### src/rtl/mufc_pkg.sv
`default_nettype none
package mufc_pkg;

    // Frame constants
    localparam logic [7:0] HEADER_BYTE    = 8'hA5;
    localparam logic [7:0] ONE_BYTE_LIMIT = 8'hFF;
    localparam int         FRAME_BYTES    = 5;
    localparam int         LEN_W          = $clog2(FRAME_BYTES + 1);
    localparam int         IDX_W          = $clog2(FRAME_BYTES);

    // Input item function
    typedef enum logic {
        FUNC_CMD = 1'b0,
        FUNC_RX  = 1'b1
    } t_func;

    // Result kind
    typedef enum logic {
        KIND_TX   = 1'b0,
        KIND_READ = 1'b1
    } t_kind;

    // Read result status
    typedef enum logic [1:0] {
        STATUS_OK   = 2'd0,
        STATUS_CSUM = 2'd1,
        STATUS_OVF  = 2'd2
    } t_status;

    // Command frame handed from the builder to the top level
    typedef struct packed {
        logic [FRAME_BYTES-1:0][7:0] bytes;
        logic [LEN_W-1:0]            len;
        logic                        bare_read;
    } t_frame;

endpackage
`default_nettype wire

### src/rtl/mufc_in_if.sv
`default_nettype none
interface mufc_in_if;
    logic        valid;
    logic        ready;
    logic        func;
    logic [7:0]  reg_addr;
    logic [15:0] wr_data;
    logic [7:0]  rx_byte;
    logic        rx_last;

    modport source (
        output valid, func, reg_addr, wr_data, rx_byte, rx_last,
        input  ready
    );
    modport sink (
        input  valid, func, reg_addr, wr_data, rx_byte, rx_last,
        output ready
    );
endinterface
`default_nettype wire

### src/rtl/mufc_out_if.sv
`default_nettype none
interface mufc_out_if;
    logic        valid;
    logic        ready;
    logic        kind;
    logic [7:0]  tx_byte;
    logic [31:0] read_value;
    logic [1:0]  status;
    logic        last;

    modport source (
        output valid, kind, tx_byte, read_value, status, last,
        input  ready
    );
    modport sink (
        input  valid, kind, tx_byte, read_value, status, last,
        output ready
    );
endinterface
`default_nettype wire

### src/rtl/mufc_tx_frame.sv
`default_nettype none
module mufc_tx_frame
    import mufc_pkg::*;
(
    input  wire logic [7:0]  i_reg_addr,
    input  wire logic [15:0] i_wr_data,
    output t_frame           o_frame
);

    logic [7:0] base_sum;
    logic [7:0] one_sum;
    logic [7:0] two_sum;

    // Running checksum over header, address and data bytes
    assign base_sum = HEADER_BYTE + i_reg_addr;
    assign one_sum  = base_sum + i_wr_data[7:0];
    assign two_sum  = base_sum + i_wr_data[15:8] + i_wr_data[7:0];

    // Lay out the frame bytes and its length
    always_comb begin
        o_frame           = '0;
        o_frame.bytes[0]  = HEADER_BYTE;
        o_frame.bytes[1]  = i_reg_addr;
        if (i_wr_data == 16'd0) begin
            o_frame.len       = LEN_W'(2);
            o_frame.bare_read = 1'b1;
        end else if (i_wr_data < {8'd0, ONE_BYTE_LIMIT}) begin
            o_frame.bytes[2] = i_wr_data[7:0];
            o_frame.bytes[3] = ~one_sum;
            o_frame.len      = LEN_W'(4);
        end else begin
            o_frame.bytes[2] = i_wr_data[15:8];
            o_frame.bytes[3] = i_wr_data[7:0];
            o_frame.bytes[4] = ~two_sum;
            o_frame.len      = LEN_W'(5);
        end
    end

endmodule
`default_nettype wire

### src/rtl/meter_uart_frame_codec_top.sv
`default_nettype none
// Host-side UART framing codec for a metering chip link. A command item
// (func 0) yields two to five transmit beats: header 0xA5, the address and,
// for nonzero data, one or two data bytes and the inverted additive checksum;
// zero data is a bare read request that latches the address and clears the
// response accumulators. For a response item (func 1), data bytes are
// shifted into the value and give no beat, and the byte marked last gives
// one read-result beat with status ok, checksum error or overflow. Result
// beats leave from a frame register one per cycle while o_rsp.ready is
// high; the next item is taken in the same cycle that the last beat of the
// previous one is taken, and output back-pressure stalls the input side.
module meter_uart_frame_codec_top
    import mufc_pkg::*;
#(
    parameter int MAX_DATA_BYTES = 4
) (
    input  wire logic   i_clk,
    input  wire logic   i_rst_n,
    mufc_in_if.sink     i_cmd,
    mufc_out_if.source  o_rsp
);

    localparam int CNT_W = $clog2(MAX_DATA_BYTES + 2);

    // Response state
    logic [7:0]       r_read_addr, n_read_addr;
    logic [31:0]      r_value_acc, n_value_acc;
    logic [7:0]       r_sum_acc,   n_sum_acc;
    logic [CNT_W-1:0] r_byte_cnt,  n_byte_cnt;

    // Frame register feeding the output
    logic                        r_busy,   n_busy;
    logic [FRAME_BYTES-1:0][7:0] r_bytes,  n_bytes;
    logic [LEN_W-1:0]            r_len,    n_len;
    logic [IDX_W-1:0]            r_idx,    n_idx;
    t_kind                       r_kind,   n_kind;
    logic [31:0]                 r_value,  n_value;
    t_status                     r_status, n_status;

    t_frame     tx_frame;
    logic       out_last;
    logic       out_take;
    logic       in_accept;
    logic [7:0] expect_sum;

    mufc_tx_frame u_tx_frame (
        .i_reg_addr (i_cmd.reg_addr),
        .i_wr_data  (i_cmd.wr_data),
        .o_frame    (tx_frame)
    );

    // Handshakes
    assign out_last  = (r_kind == KIND_READ) ||
                       (LEN_W'(r_idx) == r_len - LEN_W'(1));
    assign out_take  = o_rsp.valid && o_rsp.ready;
    assign i_cmd.ready = !r_busy || (out_take && out_last);
    assign in_accept = i_cmd.valid && i_cmd.ready;

    assign expect_sum = ~(HEADER_BYTE + r_read_addr + r_sum_acc);

    // Output beat from the frame register
    assign o_rsp.valid      = r_busy;
    assign o_rsp.kind       = r_kind;
    assign o_rsp.tx_byte    = (r_kind == KIND_TX) ? r_bytes[r_idx] : 8'd0;
    assign o_rsp.read_value = r_value;
    assign o_rsp.status     = r_status;
    assign o_rsp.last       = out_last;

    // Next state: advance the frame, load a new item, accumulate response bytes
    always_comb begin
        n_read_addr = r_read_addr;
        n_value_acc = r_value_acc;
        n_sum_acc   = r_sum_acc;
        n_byte_cnt  = r_byte_cnt;
        n_busy      = r_busy;
        n_bytes     = r_bytes;
        n_len       = r_len;
        n_idx       = r_idx;
        n_kind      = r_kind;
        n_value     = r_value;
        n_status    = r_status;

        if (out_take) begin
            if (out_last) begin
                n_busy = 1'b0;
            end else begin
                n_idx = r_idx + IDX_W'(1);
            end
        end

        if (in_accept) begin
            if (i_cmd.func == FUNC_CMD) begin
                n_busy   = 1'b1;
                n_bytes  = tx_frame.bytes;
                n_len    = tx_frame.len;
                n_idx    = '0;
                n_kind   = KIND_TX;
                n_value  = '0;
                n_status = STATUS_OK;
                if (tx_frame.bare_read) begin
                    n_read_addr = i_cmd.reg_addr;
                    n_value_acc = '0;
                    n_sum_acc   = '0;
                    n_byte_cnt  = '0;
                end
            end else if (!i_cmd.rx_last) begin
                if (r_byte_cnt < CNT_W'(MAX_DATA_BYTES)) begin
                    n_value_acc = {r_value_acc[23:0], i_cmd.rx_byte};
                    n_sum_acc   = r_sum_acc + i_cmd.rx_byte;
                    n_byte_cnt  = r_byte_cnt + CNT_W'(1);
                end else begin
                    n_byte_cnt  = CNT_W'(MAX_DATA_BYTES + 1);
                end
            end else begin
                n_busy  = 1'b1;
                n_bytes = '0;
                n_len   = LEN_W'(1);
                n_idx   = '0;
                n_kind  = KIND_READ;
                if (r_byte_cnt > CNT_W'(MAX_DATA_BYTES)) begin
                    n_value  = '0;
                    n_status = STATUS_OVF;
                end else begin
                    n_value  = r_value_acc;
                    n_status = (expect_sum == i_cmd.rx_byte) ? STATUS_OK : STATUS_CSUM;
                end
                n_value_acc = '0;
                n_sum_acc   = '0;
                n_byte_cnt  = '0;
            end
        end
    end

    // Control and response state
    always_ff @(posedge i_clk) begin
        if (!i_rst_n) begin
            r_busy      <= 1'b0;
            r_read_addr <= '0;
            r_value_acc <= '0;
            r_sum_acc   <= '0;
            r_byte_cnt  <= '0;
            r_idx       <= '0;
            r_kind      <= KIND_TX;
            r_len       <= '0;
        end else begin
            r_busy      <= n_busy;
            r_read_addr <= n_read_addr;
            r_value_acc <= n_value_acc;
            r_sum_acc   <= n_sum_acc;
            r_byte_cnt  <= n_byte_cnt;
            r_idx       <= n_idx;
            r_kind      <= n_kind;
            r_len       <= n_len;
        end
    end

    // Frame payload
    always_ff @(posedge i_clk) begin
        r_bytes  <= n_bytes;
        r_value  <= n_value;
        r_status <= n_status;
    end

    // Checks
    a_idx_in_frame: assert property (@(posedge i_clk) disable iff (!i_rst_n)
        r_busy |-> (LEN_W'(r_idx) < r_len))
        else $error("frame index beyond frame length");

    a_ovf_zero: assert property (@(posedge i_clk) disable iff (!i_rst_n)
        (o_rsp.valid && o_rsp.kind == KIND_READ && o_rsp.status == STATUS_OVF)
        |-> (o_rsp.read_value == 32'd0))
        else $error("overflow result carries a value");

    a_cnt_bound: assert property (@(posedge i_clk) disable iff (!i_rst_n)
        r_byte_cnt <= CNT_W'(MAX_DATA_BYTES + 1))
        else $error("byte count past saturation");

    a_read_latch: assert property (@(posedge i_clk) disable iff (!i_rst_n)
        (in_accept && i_cmd.func == FUNC_CMD && i_cmd.wr_data == 16'd0)
        |=> (r_read_addr == $past(i_cmd.reg_addr) && r_byte_cnt == '0))
        else $error("read request did not latch address");

endmodule
`default_nettype wire

### src/flat_wrapper.sv
// flat-port wrapper written by rule: the top's interface ports become plain ports
module meter_uart_frame_codec_top_flat import mufc_pkg::*;
#(
    parameter int MAX_DATA_BYTES = 4
)
  (i_clk, i_rst_n, i_cmd_valid, i_cmd_func, i_cmd_reg_addr, i_cmd_wr_data, i_cmd_rx_byte, i_cmd_rx_last, i_cmd_ready, o_rsp_valid, o_rsp_kind, o_rsp_tx_byte, o_rsp_read_value, o_rsp_status, o_rsp_last, o_rsp_ready);
  mufc_in_if i_cmd_i ();
  mufc_out_if o_rsp_i ();
  input  wire logic i_clk;
  input  wire logic i_rst_n;
  input wire logic [$bits(i_cmd_i.valid)-1:0] i_cmd_valid;
  input wire logic [$bits(i_cmd_i.func)-1:0] i_cmd_func;
  input wire logic [$bits(i_cmd_i.reg_addr)-1:0] i_cmd_reg_addr;
  input wire logic [$bits(i_cmd_i.wr_data)-1:0] i_cmd_wr_data;
  input wire logic [$bits(i_cmd_i.rx_byte)-1:0] i_cmd_rx_byte;
  input wire logic [$bits(i_cmd_i.rx_last)-1:0] i_cmd_rx_last;
  output wire logic [$bits(i_cmd_i.ready)-1:0] i_cmd_ready;
  output wire logic [$bits(o_rsp_i.valid)-1:0] o_rsp_valid;
  output wire logic [$bits(o_rsp_i.kind)-1:0] o_rsp_kind;
  output wire logic [$bits(o_rsp_i.tx_byte)-1:0] o_rsp_tx_byte;
  output wire logic [$bits(o_rsp_i.read_value)-1:0] o_rsp_read_value;
  output wire logic [$bits(o_rsp_i.status)-1:0] o_rsp_status;
  output wire logic [$bits(o_rsp_i.last)-1:0] o_rsp_last;
  input wire logic [$bits(o_rsp_i.ready)-1:0] o_rsp_ready;
  assign i_cmd_i.valid = i_cmd_valid;
  assign i_cmd_i.func = i_cmd_func;
  assign i_cmd_i.reg_addr = i_cmd_reg_addr;
  assign i_cmd_i.wr_data = i_cmd_wr_data;
  assign i_cmd_i.rx_byte = i_cmd_rx_byte;
  assign i_cmd_i.rx_last = i_cmd_rx_last;
  assign i_cmd_ready = i_cmd_i.ready;
  assign o_rsp_valid = o_rsp_i.valid;
  assign o_rsp_kind = o_rsp_i.kind;
  assign o_rsp_tx_byte = o_rsp_i.tx_byte;
  assign o_rsp_read_value = o_rsp_i.read_value;
  assign o_rsp_status = o_rsp_i.status;
  assign o_rsp_last = o_rsp_i.last;
  assign o_rsp_i.ready = o_rsp_ready;
  meter_uart_frame_codec_top #(.MAX_DATA_BYTES(MAX_DATA_BYTES)) u_core (.i_clk(i_clk), .i_rst_n(i_rst_n), .i_cmd(i_cmd_i), .o_rsp(o_rsp_i));
endmodule
### config.mk
export PLATFORM = sky130hd
export DESIGN_NAME = meter_uart_frame_codec_top_flat
export DESIGN_NICKNAME = d
export VERILOG_FILES = /design/src/rtl/mufc_pkg.sv /design/src/rtl/mufc_in_if.sv /design/src/rtl/mufc_out_if.sv /design/src/rtl/mufc_tx_frame.sv /design/src/rtl/meter_uart_frame_codec_top.sv /design/src/flat_wrapper.sv
export SDC_FILE = /design/constraint.sdc
export NUM_CORES = 1
export LEC_CHECK = 0
export ABC_CLOCK_PERIOD_IN_PS = 3400
export BUFFER_PORTS_ARGS = -buffer_cell sky130_fd_sc_hd__buf_2
export CORE_ASPECT_RATIO = 1.4
export CORE_MARGIN = 2
export CORE_UTILIZATION = 40
export CTS_BUF_LIST = sky130_fd_sc_hd__clkbuf_16
export DETAILED_ROUTE_END_ITERATION = 10
export GPL_TIMING_DRIVEN = 0
export SETUP_SLACK_MARGIN = 0.15
export SLEW_MARGIN = 15
export SYNTH_ARGS = -nofsm -noshare
export SYNTH_HDL_FRONTEND = slang
export SYNTH_SLANG_ARGS = --single-unit
### constraint.sdc
create_clock -name i_clk -period 3.4 [get_ports i_clk]
set_input_delay 0.85 -clock i_clk [delete_from_list [all_inputs] [get_ports i_clk]]
set_output_delay 0.85 -clock i_clk [all_outputs]
set_load 0.02 [all_outputs]
# --- After elaboration in Yosys (flattened, before gate mapping) ---
# Index checks and enable logic that the tools add are counted.
totals:
  mem_bits_rw: 0
  latch_bits: 0
  mem_count: 0
  out_inout_bits: 46
  inputBits: 38
  wordCells: 91
  register_bits: 129
  romBits: 0
op_classes:
  eq_ne: 4
  n_div: 0
  n_mux: 42
  n_bitwise: 4
  shift: 0
  addsub: 10
  magnitude_cmp: 4
  multipliers: 0
  n_reduce_logical: 12
op_table:
  columns: ["operator", "n"]
  rows:
  - ["$mux W32", 6]
  - ["$mux W40", 2]
  - ["$mux W8", 7]
  - ["$add A8 B8 Y8", 5]
  - ["$mux W3", 12]
  - ["$bmux W8 S3", 1]
  - ["$mux W24", 1]
  - ["$not A8 Y8", 3]
  - ["$add A8 B8 Y8 const A", 2]
  - ["$logic_not A16 Y1", 1]
  - ["$lt A16 B8 Y1 const B", 1]
  - ["$mux W16", 1]
  - ["$mux W1", 10]
  - ["$eq A8 B8 Y1", 1]
  - ["$add A3 B1 Y3 const B", 2]
  - ["$reduce_and A3 Y1", 2]
  - ["$lt A3 B4 Y1 const B", 1]
  - ["$mux W2", 2]
  - ["$reduce_and A2 Y1", 2]
  - ["$eq A3 B3 Y1", 1]
  - ["$gt A3 B3 Y1 const B", 1]
  - ["$logic_and A1 B1 Y1", 3]
  - ["$lt A3 B3 Y1 const B", 1]
  - ["$ne A3 B1 Y1 const B", 1]
  - ["other kinds (6)", 7]

# --- Longest topological paths before layout ---
# Gate-level depths: netlist (run 1).
logic_depth:
  ltp_word: 8
  depth_mapped: 14
  ltp_nobuf: 14

# --- Modules after synthesis ---
# Synthesis (run 1) repeated with hierarchy kept, for this count alone.
unflattened:
  cells_unflattened: 639
  hier_area_um2: 7146.9
by_module_without_submodules:
  columns: ["mod", "area_each_um2", "n_inst", "cells_each"]
  rows:
  - ["meter_uart_frame_codec_top", 5914.4, 1, 473]
  - ["mufc_tx_frame", 1232.4, 1, 166]

# --- Least setup slack after synthesis (run 1) ---
# OpenSTA, ideal clock, no wires.
synth_path:
  path_kind: "in2reg"
  from: "input port i_cmd_func"
  to: "register u_core.r_value[0] (netlist: u_core.o_rsp.read_value[0]), enable pin"
  t_arrival_ns: 3.071
  setup_time_ns: 0.421
  slack_ns: -0.092
  path_stages: 7
  cell_sequence: "buf_2 inv_1 nor2_1 clkbuf_1 or2_1 clkbuf_1 inv_1"
synth_between:
  elab_chain_len: 2
synth_rtl:
  columns: ["item", "line", "text"]
  rows:
  - ["start, declared", "flat_wrapper.sv:12", "input wire logic [$bits(i_cmd_i.func)-1:0] i_cmd_func;"]
  - ["$ne A2 B1 Y1 (no source line)", null, null]
  - ["$reduce_and A2 Y1 (no source line)", null, null]
  - ["end signal, assigned", "meter_uart_frame_codec_top.sv:160", "r_value <= n_value;"]
  - ["end, declared", "meter_uart_frame_codec_top.sv:37", "logic [31:0] r_value, n_value;"]
# No other way between the ends.
# A chain may end at the register's enable or synchronous reset.

# --- Worst setup path after layout (run 1) ---
layout_path:
  from: "input port i_cmd_reg_addr[1]"
  to: "register u_core.r_bytes[39] (netlist bit) (data pin)"
layout_between:
  elab_chain_len: 7
layout_rtl:
  columns: ["item", "line", "text"]
  rows:
  - ["start, declared", "flat_wrapper.sv:13", "input wire logic [$bits(i_cmd_i.reg_addr)-1:0] i_cmd_reg_addr;"]
  - ["$add A8 B8 Y8", "mufc_tx_frame.sv:15", "assign base_sum = HEADER_BYTE + i_reg_addr;"]
  - ["$add A8 B8 Y8 (2 in a row)", "mufc_tx_frame.sv:17", "assign two_sum = base_sum + i_wr_data[15:8] + i_wr_data[7:0];"]
  - ["$not A8 Y8", "mufc_tx_frame.sv:34", "o_frame.bytes[4] = ~two_sum;"]
  - ["$mux W8", "mufc_tx_frame.sv:27", "end else if (i_wr_data < {8'd0, ONE_BYTE_LIMIT}) begin"]
  - ["$mux W24", "mufc_tx_frame.sv:24", "if (i_wr_data == 16'd0) begin"]
  - ["$mux W40", "meter_uart_frame_codec_top.sv:92", "if (i_cmd.func == FUNC_CMD) begin"]
  - ["end signal, assigned", "meter_uart_frame_codec_top.sv:159", "r_bytes <= n_bytes;"]
  - ["end, declared", "meter_uart_frame_codec_top.sv:33", "logic [FRAME_BYTES-1:0][7:0] r_bytes, n_bytes;"]
# No other way between the ends.

==> impl_results.md, run 1 <==
* Largest net degree at the start of global routing at 35
* Worst hold path type: reg -> reg
* Reg area at 3190 um^2
* Die ar. at 17400 um^2
* M1 GR Usage at 19.2%
* H-tree level count at 4
* Setup-failing EPs final at 0
* Port bufs at 80
* Cts hold-fix bufs at 0
* Routability cong. at 0.827
* Antenna viol nets, final at 0
* Inserted Clock Buffers at 17
* Worst-path clk slew at 0.05 ns
* Fmax at 310 MHz
* Sequential fraction of the synthesis area at 48.8%
* Syn Nets at 685
* Area Overhead vs Synth at 20.3%
* Gr usage total at 18.7%
* Pwr Total at 4130 uW
* Most common flop cell mapped by yosys: edfxtp_1
* Ys async rst share at 0%
* Cell Pwr Density at 524 nW/um^2
* Ant diodes at 0
* Worst Path Buf+Inv at 1
* Std cell rows at 55
* YS warnings at 0
* Grt ovf at 0
* Sum Neg Setup Slack at 0 ns
* EDFF count, synth at 67
* Number of placed I/O pins at 84
* Status: finished clean
* Final wirelength at 15.5 mm
* Slew headroom at 55.2%
* Initial drt markers at 166
* Worst VDD drop at 338 uV
* Clock latency on the worst-skew pair at 0.41 ns
* Critical path class: in -> reg
* Die height at 155 um
* Netlist cell types at 52
* Static Leakage at 0.00345 uW
* Worst-Margin Slew at 0.669 ns
* Vias at 4794
* First-pass GRT wire length at 25.3 mm
* Top Usage Layer GRT: met2
* Synthesized area at 6540 um^2
* Delay-heaviest family, CP: adder cells
* Initial Util at 40.6%
* Final nets at 787
* Crit path required time at 3.56 ns
* Element type at the critical path end: flip-flop
* Crit-path max cell delay at 0.50 ns
* Max Slew Vio Count at 0
* CTS tree: yes
* Tmin final at 3.22 ns
* Fillcell total at 1470
* Detailed-route DRC error count at 0
* Syn_area_per_cell at 10.9 um^2
* RSZ-0062 raised after global routing: true
* Nature of the critical path startpoint: input port
* CP max stage cell: fa_1
* Max cap viols at 0
* Longest Clk Path Bufs at 2
* Clock Tree Root: clkbuf_16
* Cells after synthesis at 598
* Die Wd at 112 um
* M3 GR Usage at 3.74%
* First-pass DRT Iterations at 5
* Antenna violations before repair at 0
* CP arrival at 3.38 ns
* Worst-path cell chain: buf_2, a21oi_2, xnor2_1, fa_1, ha_1, nor2b_1, o21ai_0, a21oi_1, o21ai_0, nand2b_1, xnor2_1, nor2_1
* Clock skew at 0.00763 ns
* Final Hold Fails at 0
* Layout Utilization at 48.9%
* Worst hold slack at 0.465 ns
* CORE AREA at 16100 um^2
* Vias per inst at 5.26
* Avg WL per Cell at 16.9 um
* Post-DP HPWL at 12.1 mm
* Final worst path period share at 94.8%
* Area of the multi-input gates at 3090 um^2
* Vias in the first global route at 5040
* GR Layer Usage met2 at 36.5%
* Layout cell share with drive strength beyond 1 at 21.2%
* Flop and latch count out of synthesis at 126
* Sink Count at 126
* Crit Path Max Fanout at 5
==> report_power, final <==
group	total [uW]	internal (uW)	switching [uW]
clock	1830	1210	624
sequential	1710	1680	25.3
combinational	585	232	353
==> registers in the layout (all words and copies together) (netlist names) <==
| name | cells |
|---|---|
| u_core.o_rsp.kind | 1 |
| u_core.r_idx | 3 |
| u_core.r_sum_acc | 8 |
| u_core.r_len | 3 |
| u_core.o_rsp.valid | 1 |
| u_core.r_bytes | 33 |
| u_core.o_rsp.read_value | 32 |
| u_core.r_read_addr | 8 |
| u_core.r_byte_cnt | 3 |
| u_core.o_rsp.status | 2 |
| u_core.r_value_acc | 32 |
==> synth_stat cells (8+ instances only) <==
cell / n / area (um^2)
nand3_1: 13 / 65.1
o21ai_0: 8 / 40.0
a21oi_1: 37 / 185
xor2_1: 11 / 96.3
a22o_1: 34 / 298
and3_1: 36 / 225
edfxtp_1: 67 / 2010
a22oi_1: 8 / 60.1
fa_1: 11 / 220
dfxtp_1: 59 / 1180
inv_1: 43 / 161
buf_2: 11 / 55.1
xnor2_1: 35 / 307
ha_1: 38 / 475
nor2_1: 61 / 229
nand2_1: 17 / 63.8
mux2i_1: 9 / 90.1
nor2b_1: 11 / 68.8
clkbuf_1: 13 / 48.8
==> final timing paths <==
kind	from	endpoint	slack [ns]	depth (start not counted)
setup / recovery	i_cmd_reg_addr[1]	u_core.r_bytes[39]$_SDFFCE_PP0P_	0.18	12
hold / removal	u_core.r_value_acc[31]$_SDFFE_PN0P_	u_core.r_value_acc[31]$_SDFFE_PN0P_	0.47	1
setup reg to reg	u_core.r_len[0]$_SDFFE_PN0P_	u_core.r_bytes[22]$_SDFFCE_PN0P_	0.33	9
hold reg to reg	u_core.r_value_acc[31]$_SDFFE_PN0P_	u_core.r_value_acc[31]$_SDFFE_PN0P_	0.47	1
==> cell usage in the layout, fill, tap and decap left out, types with 4 or more instances in the layout <==
cell type,synthesis,final
a211oi_1,5,5
a21o_1,5,5
a21oi_1,37,35
a22o_1,34,34
a22oi_1,8,8
and3_1,36,36
buf_2,11,91
bufinv_16,0,4
clkbuf_1,13,12
clkbuf_16,0,17
clkinv_2,0,4
dfxtp_1,59,59
edfxtp_1,67,67
fa_1,11,11
ha_1,38,37
inv_1,43,44
mux2_2,4,4
mux2i_1,9,9
mux4_2,4,4
nand2_1,17,17
nand2b_1,6,6
nand3_1,13,13
nand4_1,4,4
nor2_1,61,60
nor2b_1,11,11
nor3_1,7,6
nor4_1,6,6
o211ai_1,4,4
o21ai_0,8,8
xnor2_1,35,34
xor2_1,11,11
==> worst reg2reg max path: stages (launching register included) <==
cell	delay, ns
dfxtp_1	0.36
inv_1	0.08
ha_1	0.30
xor2_1	0.15
a31oi_2	0.29
o21ai_4	0.14
nand2_4	0.13
or2_1	0.10
clkbuf_1	0.34
clkinvlp_2	0.70
==> cell type report <==
type,instances,area share (%)
buffer,29,1.75
clock buffer,17,5.41
clock inverter,15,2.29
inverter,43,2.10
multi-input combinational,400,39.2
sequential,126,40.6
tap,199,3.16
timing repair buffer,82,5.44
timing repair inverter,1,0.0636
==> kinds of logic (layout without fill, tap and decap cells) <==
group,Yosys count,count (layout),synth area share [%]
multiplexers,17,17,3.44
AND/OR/NAND/NOR,171,171,13.4
XOR/XNOR,47,47,6.50
adder cells (fa/ha/maj),49,49,10.6
AO/OA/AOI/OAI,116,116,12.7
flip-flops,126,126,48.8
buffers and inverters,72,187,4.51
==> metrics by stage <==
stage | setup slack (ns) | std cells | area (um^2)
after detailed placement | -0.332 | 878 | 7220
final | 0.176 | 912 | 7870
after global placement | -0.765 | 877 | 7200
after CTS | 0.171 | 911 | 7840
after global routing | 0.0359 | 912 | 7870
after floorplan | 0.151 | 598 | 6550
==> layer usage <==
layer	wire, um	vias to the layer above	part of all wire (%)
li1	-	2360	-
met1	5980	2299	39
met2	8570	109	55
met3	506	26	3.3
met4	396	0	2.6
met5	0	-	0
==> repair_timing <==
item | in CTS | in global routing
resized for setup | 2 | 6
gates cloned | 1 | 0
setup endpoints to repair | 35 | 59
setup buffers | 0 | 1
pin swaps | 0 | 1
Power figures use the tool's default switching activity.
==> run 2, diff against run 1 <==
--- a/config.mk
+++ b/config.mk
@@ -17,4 +17,5 @@
 export SLEW_MARGIN = 15
 export SYNTH_ARGS = -nofsm -noshare
 export SYNTH_HDL_FRONTEND = slang
+export SYNTH_HIERARCHICAL = 1
 export SYNTH_SLANG_ARGS = --single-unit
==> run 2 against run 1 <==
  * Global-route usage down 0.42 points
  * Combinational power increased by 27%
  * Sequential share of layout area fell by 1.6 points
  * Final area is 11% higher
  * Fmax rose by 2.1%
  * Total power grew 8.2%
  * Count of clock-buffer cells in the layout unchanged
  * Via count rose by 5.0%
  * Synthesized cell count is 6.9% higher
  * Critical path type unchanged
  * Critical endpoint is now u_core/r_bytes[39]$_SDFFCE_PP0P_
  * Largest cell class is now multi-input gates
  * Largest power group unchanged
  * Highest routed layer is now met5
==> impl_results.md, run 2 <==
* Status: finished clean
* Post-DP Area at 7960 um^2 (+10%)
* Die Wd at 117 um (+4.4%)
* Vias at 5036 (+5.0%)
* Biggest register: u_core/r_bytes
* Layout Utilization at 50.2% (+1.3 points)
* Layout cell share with drive strength beyond 1 at 24.9% (+3.8 points)
* Area of the multi-input gates at 3440 um^2 (+12%)
* Top Usage Layer GRT: met2
* Post-DP HPWL at 12.8 mm (+5.6%)
* YS warnings at 6 (+6)
* Crit-path max cell delay at 0.48 ns (-0.02 ns)
* Ys async rst share at 0% (unchanged)
* Synthesized area at 7150 um^2 (+9.3%)
* Longest Clk Path Bufs at 2 (unchanged)
* Clock latency on the worst-skew pair at 0.41 ns (about the same)
* Fmax at 317 MHz (+2.1%)
* Delay-heaviest family, CP: adder cells
* Ant diodes at 0 (unchanged)
* Clock Tree Root: clkbuf_16
* Worst VDD drop at 278 uV (-18%)
* Commonest non-fill, non-tap cell in the layout: buf_2
* Vias per inst at 5.03 (-4.4%)
* CP arrival at 3.42 ns (+0.04 ns)
* CTS tree: yes
* Fin area at 8730 um^2 (+11%)
* RSZ-0062 raised after global routing: true
* Cell Pwr Density at 512 nW/um^2 (-2.4%)
* Largest net degree at the start of global routing at 27 (-23%)
* Grt ovf at 0 (unchanged)
* Largest family of logic cells by synthesized area: simple AND/OR/NAND/NOR gates
* Cells after synthesis at 639 (+6.9%)
* Static Leakage at 0.00376 uW (+8.9%)
* Setup-failing EPs final at 0 (unchanged)
* Detailed-route DRC error count at 0 (unchanged)
* Crit path required time at 3.66 ns (+0.10 ns)
* Die ar. at 19000 um^2 (+9.0%)
* Worst hold path type: reg -> reg
* Synth Area in Compound Gates at 13.3% (+0.62 points)
* Cts hold-fix bufs at 0 (unchanged)
* Antenna viol nets, final at 0 (unchanged)
* Max Slew Vio Count at 0 (unchanged)
* Sum Neg Setup Slack at 0 ns (unchanged)
* Port bufs at 83 (+3.8%)
* Slew headroom at 53.8% (-1.3 points)
* Number of placed I/O pins at 84 (unchanged)
* Std cell rows at 57 (+3.6%)
* Syn_area_per_cell at 11.2 um^2 (+2.3%)
* Fraction of the mapped netlist area in simple logic gates at 13.7% (+0.24 points)
* Final Hold Fails at 0 (unchanged)
* Inserted Clock Buffers at 17 (unchanged)
* Final nets at 840 (+6.7%)
* CORE AREA at 17400 um^2 (+8.1%)
* Netlist cell types at 60 (+15%)
* Critical path class: in -> reg
* Avg WL per Cell at 16.4 um (-3.5%)
* Antenna violations before repair at 1 (+1)
* Area share of xor/xnor cells in the synthesized design at 4.97% (-1.5 points)
* Element type at the critical path end: flip-flop
* Max reg flops at 40 (+21%)
* Commonest non-fill, non-tap cells in the layout: buf_2, edfxtp_1, dfxtp_1
* H-tree level count at 4 (unchanged)
* CP most frequent cell: a21oi_2
* Most frequent cell after synthesis: edfxtp_1
* GR Layer Usage met2 at 32.3% (-4.2 points)
* Post-synth top area share at 31.1% (+0.33 points)
* Routability cong. at 0.845 (+2.1%)
* Die height at 162 um (+4.4%)
* Most common flop cell mapped by yosys: edfxtp_1
* Synth top cells by count: edfxtp_1, dfxtp_1, nor2_1, inv_1, nor2b_1
* Initial drt markers at 264 (+59%)
* EDFF count, synth at 74 (+10%)
* Post-synthesis mux area share at 4.24% (+0.79 points)
* First-pass DRT Iterations at 4 (-1)
* Gr usage total at 18.2% (-0.42 points)
* Nature of the critical path startpoint: input port
* Sequential fraction of the synthesis area at 47.6% (-1.2 points)
* Worst-Margin Slew at 0.690 ns (+0.0212 ns)
* Clock skew at 0.0131 ns (+0.00552 ns)
* Final worst path period share at 92.9% (-1.9 points)
* Sink Count at 133 (+5.6%)
* Tmin final at 3.16 ns (-0.0649 ns)
* Worst-path cell chain: clkbuf_4, ha_4, o21a_4, a21oi_2, xnor2_2, inv_1, fa_1, inv_1, ha_1, a21oi_2, o21ai_1, a21o_1, a21oi_2, nor2b_2
* Yosys top cell by area: edfxtp_1
* Max cap viols at 0 (unchanged)
* CP max stage cell: fa_1
* Pwr Total at 4470 uW (+8.2%)
* Vias in the first global route at 5160 (+2.4%)
* Area contributors post-synth: edfxtp_1, dfxtp_1, ha_1
* Initial Util at 41.1% (+0.46 points)
* M1 GR Usage at 22.0% (+2.8 points)
* Fillcell total at 1634 (+11%)
* Area Overhead vs Synth at 22.1%
* M3 GR Usage at 3.17% (-0.57 points)
* First-pass GRT wire length at 26.6 mm (+5.2%)
* Reg area at 3400 um^2 (+6.6%)
* Synth Area in Adders at 9.73% (-0.90 points)
* Worst-path clk slew at 0.06 ns (about the same)
* Worst Path Buf+Inv at 3 (+2)
* Final wirelength at 16.4 mm (+6.1%)
* Crit Path Max Fanout at 4 (-1)
* Flop and latch count out of synthesis at 133 (+5.6%)
-- run 2: final timing paths --
check                                            from                                  end  slack [ns]  cells past startpoint
hold / removal    u_core/r_value_acc[30]$_SDFFE_PN0P_  u_core/r_value_acc[30]$_SDFFE_PN0P_        0.47                      1
hold reg to reg   u_core/r_value_acc[30]$_SDFFE_PN0P_  u_core/r_value_acc[30]$_SDFFE_PN0P_        0.47                      1
setup / recovery                    i_cmd_reg_addr[1]     u_core/r_bytes[39]$_SDFFCE_PP0P_        0.24                     14
setup reg to reg         u_core/r_len[0]$_SDFFE_PN0P_     u_core/r_bytes[32]$_SDFFCE_PP0P_        0.47                      8
-- run 2: cell type report --
| type | count | area share, % |
|---|---|---|
| repair buffers | 89 | 5.71 |
| inverters | 44 | 1.94 |
| clock inverters | 15 | 2.32 |
| flip-flops and latches | 133 | 39.0 |
| multi-input cells | 423 | 39.4 |
| clock buffers | 17 | 4.87 |
| well taps | 236 | 3.38 |
| plain buffers | 45 | 3.34 |
-- run 2: per-stage QoR --
| step | hold slack (ns) | worst slack [ns] | std cells |
|---|---|---|---|
| 2_1_floorplan | 0.440 | 0.110 | 645 |
| 3_3_place_gp | 0.454 | -0.406 | 964 |
| 3_5_place_dp | 0.460 | -0.439 | 966 |
| 4_1_cts | 0.477 | 0.0959 | 999 |
| 5_1_grt | 0.498 | 0.122 | 1002 |
| 6_report | 0.472 | 0.241 | 1002 |
-- run 2: worst reg2reg max path, stage by stage (launching register included) --
cell        delay [ns]
dfxtp_1           0.34
inv_1             0.06
ha_1              0.30
xor2_1            0.15
and4b_4           0.21
o21ai_1           0.43
clkinvlp_4        0.64
buf_12            0.36
buf_16            0.19
-- run 2: repair_timing --
item / CTS / global route
pin swaps: 2 / 13
setup buffers: 1 / 3
endpoints found under the setup margin: 11 / 3
gates resized for setup: 3 / 18
-- run 2: cells by family after synthesis --
family / count (synthesis)
other: 2
AND/OR/NAND/NOR: 176
adder cells (fa/ha/maj): 49
AO/OA/AOI/OAI: 131
buffers and inverters: 89
multiplexers: 20
flip-flops: 133
XOR/XNOR: 39
-- run 2: report_power, final --
group / internal (uW) / switching (uW) / leakage [uW]
clock: 1130 / 776 / 0.000306
sequential: 1790 / 29.8 / 0.00120
combinational: 330 / 411 / 0.00225
-- run 2: routing by layer --
layer / part of all wire, % / up-vias
met3: 2.6 / 26
li1: - / 2512
met5: 0.067 / -
met2: 53 / 96
met4: 2.0 / 2
met1: 43 / 2400
==> run 3, diff against run 2 <==
--- a/config.mk
+++ b/config.mk
@@ -5,6 +5,7 @@
 export SDC_FILE = /design/constraint.sdc
 export NUM_CORES = 1
 export LEC_CHECK = 0
+export ABC_AREA = 1
 export ABC_CLOCK_PERIOD_IN_PS = 3400
 export BUFFER_PORTS_ARGS = -buffer_cell sky130_fd_sc_hd__buf_2
 export CORE_ASPECT_RATIO = 1.4
@@ -14,7 +15,7 @@
 export DETAILED_ROUTE_END_ITERATION = 10
 export GPL_TIMING_DRIVEN = 0
 export SETUP_SLACK_MARGIN = 0.15
-export SLEW_MARGIN = 15
+export SKIP_LAST_GASP = 1
 export SYNTH_ARGS = -nofsm -noshare
 export SYNTH_HDL_FRONTEND = slang
 export SYNTH_HIERARCHICAL = 1
==> run 3 against run 2 <==
  * Highest routed layer is now met4
  * Global-route usage increased by 0.46 points
  * Sequential share of layout area decreased by 2.9 points
  * Register-to-register slack better by 0.03 ns
  * Combinational power rose by 10%
  * Fmax grew 1.8%
  * Largest power group unchanged
==> impl_results.md, run 3 <==
* Crit path required time at 3.55 ns (-0.11 ns)
* Cells after synthesis at 1029 (+61%)
* Reg2Reg Launch Point: u_core/r_len[0]$_SDFFE_PN0P_
* Number of placed I/O pins at 84 (unchanged)
* Biggest register: u_core/r_bytes
* Worst-Margin Slew at 0.795 ns (+0.105 ns)
* Setup-failing EPs final at 0 (unchanged)
* Largest net degree at the start of global routing at 42 (+56%)
* Clock Tree Root: clkbuf_16
* Clock skew at 0.00848 ns (-0.00467 ns)
* Cell Pwr Density at 491 nW/um^2 (-4.0%)
* Antenna viol nets, final at 0 (unchanged)
* Vias per inst at 4.72 (-6.2%)
* Worst VDD drop at 354 uV (+28%)
* Inserted Clock Buffers at 17 (unchanged)
* Final nets at 1222 (+45%)
* FF-to-FF path depth at 11 (+3)
* Worst hold slack at 0.461 ns (-0.0107 ns)
* Die height at 171 um (+5.6%)
* Initial drt markers at 405 (+53%)
* Antenna violations before repair at 0 (-1)
* Most frequent cell after synthesis: nand2_1
* Min-delay src: u_core/r_value_acc[13]$_SDFFE_PN0P_
* Hold EP: u_core/r_value_acc[13]$_SDFFE_PN0P_
* Final worst path period share at 91.3% (-1.6 points)
* RSZ-0062 raised after global routing: true
* Cts hold-fix bufs at 0 (unchanged)
* Most common flop cell mapped by yosys: edfxtp_1
* Std cell rows at 61 (+7.0%)
* Clock latency on the worst-skew pair at 0.41 ns (about the same)
* Commonest non-fill, non-tap cells in the layout: nand2_1, inv_1, nor2_1
* Ys async rst share at 0% (unchanged)
* CORE AREA at 19800 um^2 (+14%)
* Nature of the critical path startpoint: input port
* Netlist cell types at 42 (-30%)
* Crit Path Max Fanout at 5 (+1)
* Flop and latch count out of synthesis at 133 (unchanged)
* Final Hold Fails at 0 (unchanged)
* Die ar. at 21100 um^2 (+11%)
* Detailed-route DRC error count at 0 (unchanged)
* Status: finished clean
* Tmin final at 3.10 ns (-0.0560 ns)
* Area contributors post-synth: edfxtp_1, dfxtp_1, nand2_1
* Vias at 6603 (+31%)
* Grt ovf at 0 (unchanged)
* Longest Clk Path Bufs at 2 (unchanged)
* Die Wd at 123 um (+5.5%)
* WHS Path Cells at 2 (+1)
* Vias in the first global route at 6392 (+24%)
* Syn_area_per_cell at 7.77 um^2 (-31%)
* Avg WL per Cell at 13.4 um (-18%)
* Worst-path clk slew at 0.06 ns (about the same)
* Port bufs at 80 (-3.6%)
* CTS tree: yes
* Gr usage total at 18.7% (+0.46 points)
* Worst hold path type: reg -> reg
* Critical path class: in -> reg
* Slew headroom at 46.6% (-7.2 points)
* Final WS setup at 0.297 ns (+0.0560 ns)
* H-tree level count at 4 (unchanged)
* Max reg flops at 40 (unchanged)
* Layout Utilization at 47.7% (-2.4 points)
* Yosys top cell by area: edfxtp_1
* Ant diodes at 0 (unchanged)
* Post-synth top area share at 27.8% (-3.3 points)
* Post-DP HPWL at 14.3 mm (+11%)
* First-pass DRT Iterations at 6 (+2)
* Area Overhead vs Synth at 18.0%
* Pwr Total at 4630 uW (+3.7%)
* Static Leakage at 0.00432 uW (+15%)
* Fmax at 322 MHz (+1.8%)
* Synthesized area at 7990 um^2 (+12%)
* Element type at the critical path end: flip-flop
* DP Worst Slack at -0.292 ns (+0.147 ns)
* Postcts setup bufs at 0 (-1)
* Final wirelength at 18.8 mm (+14%)
* Register-to-register setup slack at 0.50 ns (+0.03 ns)
* Routability cong. at 0.904 (+7.1%)
* Sink Count at 133 (unchanged)
* Layout cell share with drive strength beyond 1 at 16.6% (-8.3 points)
* Commonest non-fill, non-tap cell in the layout: nand2_1
* Sum Neg Setup Slack at 0 ns (unchanged)
* First-pass GRT wire length at 30.5 mm (+15%)
* EDFF count, synth at 74 (unchanged)
* Fillcell total at 1951 (+19%)
* R2r endpoint: u_core/r_bytes[7]$_SDFFCE_PP0P_
* Max Slew Vio Count at 0 (unchanged)
* Synth top cells by count: nand2_1, inv_1, nor2_1, a21oi_1, edfxtp_1
* CP arrival at 3.25 ns (-0.17 ns)
* Sequential fraction of the synthesis area at 42.6% (-5.0 points)
* YS warnings at 6 (unchanged)
* Max cap viols at 0 (unchanged)
* Initial Util at 40.4% (-0.64 points)
==> run 3: changes by cell type after synthesis, sizes merged, moves of 20 or more <==
cell / delta
nor3: +23
a21oi: +48
and3: -36
nor2b: -42
nand3: +23
nor2: +108
a22o: -33
inv: +134
nand2: +207
o21ai: +21
xnor2: -20
==> run 3: repair_timing <==
| action | CTS | global route |
|---|---|---|
| pin swaps | 0 | 1 |
| endpoints found under the setup margin | 1 | 4 |
| resized for setup | 1 | 9 |
==> run 3: cell families (layout without fill, tap and decap cells) <==
family                   after synthesis  in the layout  share of synthesized area, %
AO/OA/AOI/OAI                        125            125                          8.27
XOR/XNOR                              21             21                          2.30
adder cells (fa/ha/maj)               49             49                          8.71
buffers and inverters                230            343                          12.9
flip-flops                           133            133                          42.6
other                                  2              8                        0.0940
AND/OR/NAND/NOR                      469            469                          25.2
==> run 3: layout make-up <==
type / count / area, um^2 / area share [%]
Multi-Input combinational cell: 672 / 3610 / 38.3
Sequential cell: 133 / 3400 / 36.1
Inverter: 177 / 673 / 7.14
Clock buffer: 18 / 450 / 4.78
Timing Repair Buffer: 81 / 420 / 4.46
Buffer: 53 / 362 / 3.83
Tap cell: 252 / 315 / 3.34
Clock inverter: 14 / 196 / 2.08
==> run 3: report_power, final <==
group	internal [uW]	switching (uW)
combinational	293	522
sequential	1790	27.1
clock	1280	718
==> run 3: per-layer routing <==
layer | wire (um) | global-route usage, % | up-vias
met3 | 657 | 2.65 | 55
met1 | 7670 | 20.6 | 2931
met2 | 9560 | 34.0 | 180
met5 | 0 | 0 | -
li1 | - | - | 3437
met4 | 879 | 10.2 | 0
==> run 3: stage by stage <==
stage	std cells	cell area, um^2
4_1_cts	1400	9400
6_report	1400	9430
3_5_place_dp	1368	8750
2_1_floorplan	1035	8020
5_1_grt	1400	9430
3_3_place_gp	1367	8730
==> run 3: how the worst max path moves through the flow <==
| stage | start | end | slack, ns | cells past startpoint |
|---|---|---|---|---|
| floorplan | i_cmd_reg_addr[0] | u_core/r_bytes[39]$_SDFFCE_PP0P_ | 0.28 | 16 |
| global placement | i_cmd_reg_addr[0] | u_core/r_bytes[39]$_SDFFCE_PP0P_ | -0.32 | 17 |
| detailed placement | i_cmd_reg_addr[0] | u_core/r_bytes[39]$_SDFFCE_PP0P_ | -0.29 | 17 |
| CTS | u_core/r_idx[0]$_SDFF_PN0_ | o_rsp_tx_byte[6] | 0.18 | 7 |
| global route | i_cmd_reg_addr[0] | u_core/r_bytes[39]$_SDFFCE_PP0P_ | 0.12 | 17 |
| finish | i_cmd_reg_addr[0] | u_core/r_bytes[39]$_SDFFCE_PP0P_ | 0.30 | 17 |
==> run 3: critical path: stages <==
cell and delay [ns]:
buf_2 0.15, ha_1 0.25, nor2_4 0.15, nor2_2 0.09, fa_1 0.50, inv_1 0.07
fa_1 0.45, nand3_1 0.10, nand3_1 0.09, nand2_1 0.08, nand2_1 0.07, a21oi_2 0.13
nand2_1 0.06, nand2_1 0.06, nor2_1 0.04, inv_1 0.07, nor2_1 0.05
